--- config.mk ---
export PLATFORM = sky130hd
export DESIGN_NAME = date_time_to_unix_seconds_flat
export DESIGN_NICKNAME = d
export VERILOG_FILES = /design/src/rtl/dtu_pkg.sv /design/src/rtl/dtu_in_if.sv /design/src/rtl/dtu_out_if.sv /design/src/rtl/dtu_cfg_if.sv /design/src/rtl/dtu_days.sv /design/src/rtl/dtu_secs.sv /design/src/rtl/date_time_to_unix_seconds.sv /design/src/flat_wrapper.sv
export SDC_FILE = /design/constraint.sdc
export NUM_CORES = 1
export LEC_CHECK = 0
export BUFFER_PORTS_ARGS = -buffer_cell sky130_fd_sc_hd__buf_2
export CAP_MARGIN = 20
export CORE_UTILIZATION = 56
export CTS_CLUSTER_SIZE = 24
export DETAILED_ROUTE_END_ITERATION = 12
export PLACE_DENSITY = 0.74
export SETUP_SLACK_MARGIN = 0.5
export SLEW_MARGIN = 0
export SYNTH_ARGS = -nofsm -noshare
export SYNTH_HDL_FRONTEND = slang
export SYNTH_SLANG_ARGS = --single-unit
--- constraint.sdc ---
create_clock -name i_clk -period 14.75 [get_ports i_clk]
set_input_delay 2.95 -clock i_clk [delete_from_list [all_inputs] [get_ports i_clk]]
set_output_delay 2.95 -clock i_clk [all_outputs]
set_load 0.02 [all_outputs]
--- src/rtl/dtu_pkg.sv ---
`default_nettype none

package dtu_pkg;

    // Widths of the transferred fields.
    localparam int YearW   = 7;
    localparam int MonthW  = 4;
    localparam int DayW    = 5;
    localparam int HourW   = 5;
    localparam int MinuteW = 6;
    localparam int SecondW = 6;
    localparam int ZoneW   = 7;
    localparam int SecsW   = 32;

    // Widths of the internal values.
    localparam int DaysW   = 16;
    localparam int SodW    = 17;
    localparam int OffW    = 17;

    // Limits of the input fields.
    localparam logic [MonthW-1:0]  MonthMax  = 4'd12;
    localparam logic [HourW-1:0]   HourMax   = 5'd23;
    localparam logic [MinuteW-1:0] MinuteMax = 6'd59;
    localparam logic [SecondW-1:0] SecondMax = 6'd60;
    localparam logic [ZoneW-1:0]   ZoneMax   = 7'd96;

    // Calendar constants.
    localparam logic [DaysW-1:0] DaysEpochTo2000 = 16'd10957;
    localparam logic [SecsW-1:0] SecsPerDay      = 32'd86400;
    localparam logic [YearW-1:0] MinYearReset    = 7'd25;
    localparam logic [YearW-1:0] Year2100        = 7'd100;

    // One input item.
    typedef struct packed {
        logic [YearW-1:0]   year_two_digit;
        logic [MonthW-1:0]  month;
        logic [DayW-1:0]    day;
        logic [HourW-1:0]   hour;
        logic [MinuteW-1:0] minute;
        logic [SecondW-1:0] second;
        logic               zone_negative;
        logic [ZoneW-1:0]   zone_quarter_hours;
    } t_in_item;

    // Values passed from the day count stage to the seconds stage.
    typedef struct packed {
        logic             ok;
        logic [DaysW-1:0] days;
        logic [SodW-1:0]  sod;
        logic             neg;
        logic [OffW-1:0]  off;
    } t_mid;

    // True when year 2000 + yy is a leap year; 2100 is the only century year in the range that is not one.
    function automatic logic is_leap(input logic [YearW-1:0] yy);
        return (yy[1:0] == 2'd0) && (yy != Year2100);
    endfunction

    // Days from 2000-01-01 to the first day of year 2000 + yy.
    function automatic logic [DaysW-1:0] days_before_year(input logic [YearW-1:0] yy);
        logic [DaysW-1:0] base;
        logic [DaysW-1:0] leaps;
        base  = DaysW'(yy) * 16'd365;
        leaps = DaysW'((8'(yy) + 8'd3) >> 2);
        if (yy > Year2100) begin
            leaps = leaps - 16'd1;
        end
        return base + leaps;
    endfunction

    // Days from January 1 to the first day of the month, leap day included.
    function automatic logic [8:0] days_before_month(input logic [MonthW-1:0] mon,
                                                     input logic leap);
        logic [8:0] d;
        case (mon)
            4'd1:    d = 9'd0;
            4'd2:    d = 9'd31;
            4'd3:    d = 9'd59;
            4'd4:    d = 9'd90;
            4'd5:    d = 9'd120;
            4'd6:    d = 9'd151;
            4'd7:    d = 9'd181;
            4'd8:    d = 9'd212;
            4'd9:    d = 9'd243;
            4'd10:   d = 9'd273;
            4'd11:   d = 9'd304;
            4'd12:   d = 9'd334;
            default: d = 9'd0;
        endcase
        if (leap && (mon > 4'd2)) begin
            d = d + 9'd1;
        end
        return d;
    endfunction

endpackage

`default_nettype wire

--- src/rtl/dtu_in_if.sv ---
`default_nettype none

// Input channel: one parsed local date and time per transfer.
interface dtu_in_if;
    logic                          valid;
    logic                          ready;
    logic [dtu_pkg::YearW-1:0]     year_two_digit;
    logic [dtu_pkg::MonthW-1:0]    month;
    logic [dtu_pkg::DayW-1:0]      day;
    logic [dtu_pkg::HourW-1:0]     hour;
    logic [dtu_pkg::MinuteW-1:0]   minute;
    logic [dtu_pkg::SecondW-1:0]   second;
    logic                          zone_negative;
    logic [dtu_pkg::ZoneW-1:0]     zone_quarter_hours;

    modport source (
        output valid, year_two_digit, month, day, hour, minute, second,
               zone_negative, zone_quarter_hours,
        input  ready
    );
    modport sink (
        input  valid, year_two_digit, month, day, hour, minute, second,
               zone_negative, zone_quarter_hours,
        output ready
    );
endinterface

`default_nettype wire

--- src/rtl/dtu_out_if.sv ---
`default_nettype none

// Result channel: seconds since the epoch and a valid flag per transfer.
interface dtu_out_if;
    logic                        valid;
    logic                        ready;
    logic [dtu_pkg::SecsW-1:0]   unix_seconds;
    logic                        time_valid;

    modport source (
        output valid, unix_seconds, time_valid,
        input  ready
    );
    modport sink (
        input  valid, unix_seconds, time_valid,
        output ready
    );
endinterface

`default_nettype wire

--- src/rtl/dtu_cfg_if.sv ---
`default_nettype none

// Configuration channel: write data for the minimum year register.
interface dtu_cfg_if;
    logic                        valid;
    logic                        ready;
    logic [dtu_pkg::YearW-1:0]   data;

    modport source (
        output valid, data,
        input  ready
    );
    modport sink (
        input  valid, data,
        output ready
    );
endinterface

`default_nettype wire

--- src/rtl/dtu_days.sv ---
`default_nettype none

// Input register, range checks, day count and seconds of day.
module dtu_days (
    input  wire logic          i_clk,
    input  wire logic          i_rst_n,
    dtu_in_if.sink             i_data,
    input  wire logic [dtu_pkg::YearW-1:0] i_min_year,
    output logic               o_mid_valid,
    input  wire logic          i_mid_ready,
    output dtu_pkg::t_mid      o_mid
);

    logic              r_in_valid;
    dtu_pkg::t_in_item r_in;
    logic              w_in_ready;
    logic              w_in_take;

    dtu_pkg::t_mid     n_mid;

    logic              w_leap;
    logic [8:0]        w_month_days;

    // The input register takes a new item when it is empty or its content moves on.
    assign w_in_ready = !r_in_valid || i_mid_ready;
    assign w_in_take  = i_data.valid && w_in_ready;

    assign i_data.ready = w_in_ready;
    assign o_mid_valid  = r_in_valid;
    assign o_mid        = n_mid;

    // Input register.
    always_ff @(posedge i_clk) begin
        if (!i_rst_n) begin
            r_in_valid <= 1'b0;
        end else if (w_in_ready) begin
            r_in_valid <= i_data.valid;
        end
        if (w_in_take) begin
            r_in.year_two_digit     <= i_data.year_two_digit;
            r_in.month              <= i_data.month;
            r_in.day                <= i_data.day;
            r_in.hour               <= i_data.hour;
            r_in.minute             <= i_data.minute;
            r_in.second             <= i_data.second;
            r_in.zone_negative      <= i_data.zone_negative;
            r_in.zone_quarter_hours <= i_data.zone_quarter_hours;
        end
    end

    // Range checks, days since the epoch, seconds into the day and zone offset.
    always_comb begin
        w_leap       = dtu_pkg::is_leap(r_in.year_two_digit);
        w_month_days = dtu_pkg::days_before_month(r_in.month, w_leap);

        n_mid.ok = (r_in.year_two_digit >= i_min_year)
                && (r_in.month != 4'd0) && (r_in.month <= dtu_pkg::MonthMax)
                && (r_in.day != 5'd0)
                && (r_in.hour <= dtu_pkg::HourMax)
                && (r_in.minute <= dtu_pkg::MinuteMax)
                && (r_in.second <= dtu_pkg::SecondMax)
                && (r_in.zone_quarter_hours <= dtu_pkg::ZoneMax);

        n_mid.days = dtu_pkg::DaysEpochTo2000
                   + dtu_pkg::days_before_year(r_in.year_two_digit)
                   + dtu_pkg::DaysW'(w_month_days)
                   + dtu_pkg::DaysW'(r_in.day) - 16'd1;

        n_mid.sod = dtu_pkg::SodW'(r_in.hour) * 17'd3600
                  + dtu_pkg::SodW'(r_in.minute) * 17'd60
                  + dtu_pkg::SodW'(r_in.second);

        n_mid.neg = r_in.zone_negative;
        n_mid.off = dtu_pkg::OffW'(r_in.zone_quarter_hours) * 17'd900;
    end

endmodule

`default_nettype wire

--- src/rtl/dtu_secs.sv ---
`default_nettype none

// Days times seconds per day, time of day, zone correction and result register.
module dtu_secs (
    input  wire logic          i_clk,
    input  wire logic          i_rst_n,
    input  wire logic          i_mid_valid,
    output logic               o_mid_ready,
    input  wire dtu_pkg::t_mid i_mid,
    dtu_out_if.source          o_result
);

    logic                      r_out_valid;
    logic [dtu_pkg::SecsW-1:0] r_secs;
    logic                      r_ok;
    logic                      w_room;
    logic [dtu_pkg::SecsW-1:0] w_base;
    logic [dtu_pkg::SecsW-1:0] w_off;
    logic [dtu_pkg::SecsW-1:0] n_secs;

    assign w_room      = !r_out_valid || o_result.ready;
    assign o_mid_ready = w_room;

    // Seconds count, wrapping in 32 bits, then the zone correction; an item that fails the checks gives zero.
    always_comb begin
        w_base = dtu_pkg::SecsW'(i_mid.days) * dtu_pkg::SecsPerDay
               + dtu_pkg::SecsW'(i_mid.sod);
        w_off  = dtu_pkg::SecsW'(i_mid.off);
        if (!i_mid.ok) begin
            n_secs = '0;
        end else if (i_mid.neg) begin
            n_secs = w_base + w_off;
        end else begin
            n_secs = w_base - w_off;
        end
    end

    // Result register.
    always_ff @(posedge i_clk) begin
        if (!i_rst_n) begin
            r_out_valid <= 1'b0;
        end else if (w_room) begin
            r_out_valid <= i_mid_valid;
        end
        if (w_room && i_mid_valid) begin
            r_secs <= n_secs;
            r_ok   <= i_mid.ok;
        end
    end

    assign o_result.valid        = r_out_valid;
    assign o_result.unix_seconds = r_secs;
    assign o_result.time_valid   = r_ok;

endmodule

`default_nettype wire

--- src/rtl/date_time_to_unix_seconds.sv ---
// A result passes through the input register and then the result register before it is offered.
// Throughput: one item per cycle while results are taken; checks, day count, the 16 by 32 bit
// multiply and the zone correction form one combinational pass between the input and the result
// register. Each register moves on when the next one is empty or its content is taken.
// Reset (synchronous, active low) empties both registers and sets the minimum year to 25.
// Configuration writes are taken in any cycle.
`default_nettype none

module date_time_to_unix_seconds (
    input  wire logic i_clk,
    input  wire logic i_rst_n,
    dtu_cfg_if.sink   i_cfg,
    dtu_in_if.sink    i_data,
    dtu_out_if.source o_result
);

    logic [dtu_pkg::YearW-1:0] r_min_year;
    logic                      w_mid_valid;
    logic                      w_mid_ready;
    dtu_pkg::t_mid             w_mid;

    // Minimum year register.
    assign i_cfg.ready = 1'b1;

    always_ff @(posedge i_clk) begin
        if (!i_rst_n) begin
            r_min_year <= dtu_pkg::MinYearReset;
        end else if (i_cfg.valid) begin
            r_min_year <= i_cfg.data;
        end
    end

    // Input register and day count.
    dtu_days u_days (
        .i_clk       (i_clk),
        .i_rst_n     (i_rst_n),
        .i_data      (i_data),
        .i_min_year  (r_min_year),
        .o_mid_valid (w_mid_valid),
        .i_mid_ready (w_mid_ready),
        .o_mid       (w_mid)
    );

    // Seconds count and result register.
    dtu_secs u_secs (
        .i_clk       (i_clk),
        .i_rst_n     (i_rst_n),
        .i_mid_valid (w_mid_valid),
        .o_mid_ready (w_mid_ready),
        .i_mid       (w_mid),
        .o_result    (o_result)
    );

endmodule

`default_nettype wire

--- src/flat_wrapper.sv ---
// flat-port wrapper written by rule: the top's interface ports become plain ports
module date_time_to_unix_seconds_flat 
  (i_clk, i_rst_n, i_cfg_valid, i_cfg_data, i_cfg_ready, i_data_valid, i_data_year_two_digit, i_data_month, i_data_day, i_data_hour, i_data_minute, i_data_second, i_data_zone_negative, i_data_zone_quarter_hours, i_data_ready, o_result_valid, o_result_unix_seconds, o_result_time_valid, o_result_ready);
  dtu_cfg_if i_cfg_i ();
  dtu_in_if i_data_i ();
  dtu_out_if o_result_i ();
  input  wire logic i_clk;
  input  wire logic i_rst_n;
  input wire logic [$bits(i_cfg_i.valid)-1:0] i_cfg_valid;
  input wire logic [$bits(i_cfg_i.data)-1:0] i_cfg_data;
  output wire logic [$bits(i_cfg_i.ready)-1:0] i_cfg_ready;
  input wire logic [$bits(i_data_i.valid)-1:0] i_data_valid;
  input wire logic [$bits(i_data_i.year_two_digit)-1:0] i_data_year_two_digit;
  input wire logic [$bits(i_data_i.month)-1:0] i_data_month;
  input wire logic [$bits(i_data_i.day)-1:0] i_data_day;
  input wire logic [$bits(i_data_i.hour)-1:0] i_data_hour;
  input wire logic [$bits(i_data_i.minute)-1:0] i_data_minute;
  input wire logic [$bits(i_data_i.second)-1:0] i_data_second;
  input wire logic [$bits(i_data_i.zone_negative)-1:0] i_data_zone_negative;
  input wire logic [$bits(i_data_i.zone_quarter_hours)-1:0] i_data_zone_quarter_hours;
  output wire logic [$bits(i_data_i.ready)-1:0] i_data_ready;
  output wire logic [$bits(o_result_i.valid)-1:0] o_result_valid;
  output wire logic [$bits(o_result_i.unix_seconds)-1:0] o_result_unix_seconds;
  output wire logic [$bits(o_result_i.time_valid)-1:0] o_result_time_valid;
  input wire logic [$bits(o_result_i.ready)-1:0] o_result_ready;
  assign i_cfg_i.valid = i_cfg_valid;
  assign i_cfg_i.data = i_cfg_data;
  assign i_cfg_ready = i_cfg_i.ready;
  assign i_data_i.valid = i_data_valid;
  assign i_data_i.year_two_digit = i_data_year_two_digit;
  assign i_data_i.month = i_data_month;
  assign i_data_i.day = i_data_day;
  assign i_data_i.hour = i_data_hour;
  assign i_data_i.minute = i_data_minute;
  assign i_data_i.second = i_data_second;
  assign i_data_i.zone_negative = i_data_zone_negative;
  assign i_data_i.zone_quarter_hours = i_data_zone_quarter_hours;
  assign i_data_ready = i_data_i.ready;
  assign o_result_valid = o_result_i.valid;
  assign o_result_unix_seconds = o_result_i.unix_seconds;
  assign o_result_time_valid = o_result_i.time_valid;
  assign o_result_i.ready = o_result_ready;
  date_time_to_unix_seconds u_core (.i_clk(i_clk), .i_rst_n(i_rst_n), .i_cfg(i_cfg_i), .i_data(i_data_i), .o_result(o_result_i));
endmodule
==> metrics.txt <==
# TYPE chip_impl_metric gauge
chip_impl_metric{name="setup_tns",unit="ns"} 0
chip_impl_info{name="worst_r2r_endpoint",value="u_core.u_secs.o_result.unix_seconds[31]$_SDFFCE_PN0P_"} 1
chip_impl_metric{name="die-area",unit="mm²"} 0.0256
chip_impl_metric{name="routed_wirelength",unit="mm"} 28.0
chip_impl_metric{name="numPortBuffers",unit=""} 87
chip_impl_metric{name="drive_gt1_share",unit="%"} 8.38
chip_impl_metric{name="site_row_count",unit=""} 57
chip_impl_metric{name="critical_path.max_stage_delay",unit="ns"} 0.55
chip_impl_metric{name="drc",unit=""} 0
chip_impl_metric{name="h_tree_depth",unit=""} 3
chip_impl_info{name="critPathSlowestCell",value="sky130_fd_sc_hd__fa_1"} 1
chip_impl_metric{name="die_w",unit="µm"} 160
chip_impl_metric{name="buffer_and_inverter_count_on_the_worst_path",unit=""} 8
chip_impl_metric{name="drt.antenna.violating_nets",unit=""} 0
chip_impl_metric{name="critical_path_required",unit="ns"} 14.88
chip_impl_metric{name="vias_per_cell",unit=""} 5.47
chip_impl_metric{name="globalplace.congestion",unit=""} 0.888
chip_impl_metric{name="die_height",unit="µm"} 160
chip_impl_metric{name="worst_skew_pair.late_latency",unit="ns"} 0.36
chip_impl_info{name="critical_path_class",value="reg2reg"} 1
chip_impl_metric{name="coreArea",unit="mm²"} 0.0244
chip_impl_metric{name="setup_viol",unit=""} 0
chip_impl_metric{name="post_synth.cell_area_avg",unit="µm²"} 9.37
chip_impl_metric{name="ys.warnings.count",unit=""} 0
chip_impl_info{name="grt_setup_unrepaired",value="no"} 1
chip_impl_metric{name="grt_use_met1",unit="%"} 30.1
chip_impl_metric{name="postCtsHoldBufs",unit=""} 0
chip_impl_metric{name="area.growth.synth_to_final",unit="%"} 7.74
chip_impl_metric{name="final_core_util",unit="%"} 61.7
chip_impl_metric{name="grt_pass1_vias",unit=""} 10300
chip_impl_info{name="library_cell_appearing_most_often_on_the_critical_path",value="sky130_fd_sc_hd__inv_1"} 1
chip_impl_info{name="worstHoldEndpoint",value="u_core.r_min_year[3]$_SDFFE_PN1P_"} 1
chip_impl_metric{name="r2r_slack",unit="ns"} 1.96
chip_impl_info{name="top_cell_family_by_delay_on_the_critical_path",value="adder cells"} 1
chip_impl_metric{name="count_of_nets_after_finishing",unit=""} 2011
chip_impl_metric{name="count_of_final_hold_check_violations",unit=""} 0
chip_impl_info{name="clock_tree_from_tritoncts",value="built"} 1
chip_impl_metric{name="antenna_found_initial",unit=""} 0
chip_impl_metric{name="antenna-diode-count",unit=""} 0
chip_impl_info{name="hold_path.class",value="reg2reg"} 1
chip_impl_metric{name="grt_util_all_layers",unit="%"} 22.4
chip_impl_info{name="critical_path.startpoint",value="u_core.u_days.r_in[34]$_DFFE_PP_"} 1
chip_impl_metric{name="dr_total_vias",unit=""} 10400
chip_impl_metric{name="dr.first_iter.drc_count",unit=""} 561
chip_impl_metric{name="synth_cell_type_count",unit=""} 71
chip_impl_metric{name="transition_time_at_the_pin_with_the_least_slew_margin",unit="ns"} 0.996
chip_impl_metric{name="initial_util",unit="%"} 57.3
chip_impl_metric{name="timing.fmax",unit="GHz"} 0.0782
chip_impl_metric{name="nFillCells",unit=""} 2106
chip_impl_metric{name="cts_made_buffers",unit=""} 9
chip_impl_info{name="hold_path.startpoint",value="u_core.r_min_year[3]$_SDFFE_PN1P_"} 1
chip_impl_info{name="worstSetupEndpointType",value="flip-flop"} 1
chip_impl_metric{name="groute.layer.met2.usage",unit="%"} 38.1
chip_impl_metric{name="clock_skew",unit="ns"} 0.0146
chip_impl_metric{name="clock_sink_count",unit=""} 92
chip_impl_metric{name="slew-limit-headroom",unit="%"} 33.5
chip_impl_metric{name="wl_per_cell",unit="µm"} 14.8
chip_impl_metric{name="synth-edff-count",unit=""} 74
chip_impl_metric{name="worst_setup_hold_path_clk_slew",unit="ns"} 0.08
chip_impl_metric{name="ioPinCount",unit=""} 89
chip_impl_info{name="setup.worst_path.start_class",value="flip-flop"} 1
chip_impl_info{name="root_buf_cell",value="sky130_fd_sc_hd__clkbuf_16"} 1
chip_impl_metric{name="pin_count_of_the_biggest_net_entering_global_routing",unit=""} 42
chip_impl_metric{name="instance_count_of_the_mapped_netlist",unit=""} 1491
chip_impl_metric{name="ctsLongestPathBuffers",unit=""} 2
chip_impl_metric{name="grt_overflow",unit=""} 0
chip_impl_metric{name="grt_pass1_wl",unit="mm"} 47.5
chip_impl_metric{name="postSynth.asyncResetShare",unit="%"} 0
chip_impl_info{name="outcome",value="complete, no violations"} 1
chip_impl_metric{name="post_cts_resize_count",unit=""} 0
chip_impl_metric{name="grt.met3_usage",unit="%"} 2.70
chip_impl_metric{name="synth.cell_area",unit="mm²"} 0.0140
chip_impl_metric{name="reg2reg_depth",unit=""} 56
chip_impl_metric{name="maxCapViolCount",unit=""} 0
chip_impl_metric{name="holdPathStages",unit=""} 2
chip_impl_metric{name="place.detailed.hpwl",unit="mm"} 23.5
chip_impl_info{name="synth_flop_cell",value="sky130_fd_sc_hd__edfxtp_1"} 1
chip_impl_metric{name="post-route-period-util",unit="%"} 86.7
chip_impl_metric{name="worst_endpoint_data_arrival_time",unit="ns"} 12.91
chip_impl_metric{name="min_tclk_post_route",unit="ns"} 12.79
chip_impl_info{name="critical_path.reg2reg.startpoint",value="u_core.u_days.r_in[34]$_DFFE_PP_"} 1
chip_impl_metric{name="worst-path-max-fanout",unit=""} 8
chip_impl_metric{name="maxSlewViolCount",unit=""} 0
chip_impl_info{name="globalRoute.busiestLayer",value="met2"} 1
chip_impl_metric{name="post_synthesis_net_count",unit=""} 1932
chip_impl_metric{name="synth-seq-area-share",unit="%"} 18.5
chip_impl_metric{name="drt-pass1-iter-count",unit=""} 4
chip_impl_metric{name="post-cts-setup-buffers",unit=""} 0
chip_impl_metric{name="postSynthRegisterBits",unit=""} 92
[stage by stage]
stage	cell area [µm²]	hold slack, ns	cells	setup slack [ns]
after floorplan	14000	0.446	1491	2.90
after global placement	14700	0.477	1881	2.32
after detailed placement	14700	0.492	1881	1.95
after CTS	15000	0.505	1897	1.95
after global routing	15100	0.527	1899	0.908
final	15100	0.498	1899	1.96
[layout by cell type (no fill, tap or decap), drive strengths merged, types with 18 or more instances in the layout]
| master | count |
|---|---|
| a21o | 50 |
| a21oi | 84 |
| a31oi | 20 |
| buf | 91 |
| dfxtp | 18 |
| edfxtp | 74 |
| fa | 86 |
| ha | 302 |
| inv | 223 |
| nand2 | 66 |
| nand3 | 26 |
| nor2 | 86 |
| nor2b | 19 |
| nor3 | 30 |
| o21ai | 45 |
| xnor2 | 100 |
| xor2 | 55 |
[final cells by class]
type	count	area, µm²	area share [%]
Inverter	222	833	5.54
Clock inverter	7	76.3	0.507
Clock buffer	9	225	1.50
Sequential cell	92	2580	17.2
Tap cell	324	405	2.69
Multi-Input combinational cell	1154	10500	69.5
Timing Repair Buffer	91	465	3.09
[flip-flops by register name, summed over array words and instances, names as in the netlist, named ones only]
register and cells:
u_core.u_secs.o_result.unix_seconds 32, u_core.u_days.o_mid 1, u_core.r_min_year 7, u_core.u_days.r_in 40
u_core.u_days.o_mid_valid 1, u_core.u_secs.o_result.time_valid 1, u_core.u_secs.o_result.valid 1
[layer usage]
layer,wire length (µm),part of all wire (%),vias up
li1,-,-,5309
met1,13600,49,4881
met2,13100,47,160
met3,782,2.8,37
met4,536,1.9,0
met5,0,0,-
[synth_stat cells (4+ instances only)]
cell / n / area, µm²
sky130_fd_sc_hd__a211oi_1: 12 / 90.1
sky130_fd_sc_hd__a21boi_0: 4 / 30.0
sky130_fd_sc_hd__a21o_1: 50 / 375
sky130_fd_sc_hd__a21oi_1: 84 / 420
sky130_fd_sc_hd__a221oi_1: 5 / 43.8
sky130_fd_sc_hd__a31o_2: 4 / 35.0
sky130_fd_sc_hd__a31oi_1: 20 / 125
sky130_fd_sc_hd__and2_1: 8 / 50.1
sky130_fd_sc_hd__and3_1: 6 / 37.5
sky130_fd_sc_hd__clkbuf_1: 16 / 60.1
sky130_fd_sc_hd__dfxtp_1: 18 / 360
sky130_fd_sc_hd__edfxtp_1: 74 / 2220
sky130_fd_sc_hd__fa_1: 86 / 1720
sky130_fd_sc_hd__ha_1: 302 / 3780
sky130_fd_sc_hd__inv_1: 222 / 833
sky130_fd_sc_hd__mux2_2: 4 / 45.0
sky130_fd_sc_hd__mux2i_1: 13 / 130
sky130_fd_sc_hd__nand2_1: 66 / 248
sky130_fd_sc_hd__nand2b_1: 16 / 100
sky130_fd_sc_hd__nand3_1: 26 / 130
sky130_fd_sc_hd__nand3b_1: 4 / 30.0
sky130_fd_sc_hd__nand4_1: 12 / 75.1
sky130_fd_sc_hd__nand4b_1: 4 / 35.0
sky130_fd_sc_hd__nor2_1: 86 / 323
sky130_fd_sc_hd__nor2b_1: 19 / 119
sky130_fd_sc_hd__nor3_1: 30 / 150
sky130_fd_sc_hd__nor4_1: 5 / 31.3
sky130_fd_sc_hd__o211ai_1: 6 / 45.0
sky130_fd_sc_hd__o21a_1: 13 / 97.6
sky130_fd_sc_hd__o21ai_0: 44 / 220
sky130_fd_sc_hd__o21bai_1: 15 / 113
sky130_fd_sc_hd__o31ai_1: 4 / 30.0
sky130_fd_sc_hd__or2_2: 5 / 31.3
sky130_fd_sc_hd__xnor2_1: 100 / 876
sky130_fd_sc_hd__xor2_1: 55 / 482
[worst register-to-register path, delay by kind of cell (launching register included)]
kind	cells	cell delay, ns
xor gates and xnor gates	5	0.95
adders and majority gates	12	5.20
buffers and inverters	8	0.67
DFF	1	0.54
and+or+nand+nor	16	2.31
AOI/OAI and AO/OA	15	2.90
[cell families after synthesis]
group	Yosys count	share of synthesized area [%]
other	1	0.0268
buffers and inverters	245	6.67
xor gates and xnor gates	155	9.72
adders and majority gates	388	39.4
muxes	17	1.25
and+or+nand+nor	302	10.6
AOI/OAI and AO/OA	291	13.8
DFF	92	18.5
[worst max-delay path by stage]
stage | to | slack [ns] | cells past startpoint
global placement | u_core.u_secs.o_result.unix_seconds[31]$_SDFFCE_PN0P_ | 2.32 | 56
global route | u_core.u_secs.o_result.unix_seconds[31]$_SDFFCE_PN0P_ | 0.91 | 54
detailed placement | u_core.u_secs.o_result.unix_seconds[31]$_SDFFCE_PN0P_ | 1.95 | 56
CTS | u_core.u_secs.o_result.unix_seconds[31]$_SDFFCE_PN0P_ | 1.95 | 56
finish | u_core.u_secs.o_result.unix_seconds[31]$_SDFFCE_PN0P_ | 1.96 | 56
floorplan | u_core.u_secs.o_result.unix_seconds[31]$_SDFFCE_PN0P_ | 2.90 | 56
Power is not shown: default switching activity piles up to over one toggle a cycle in this logic, so the estimate is an artifact.
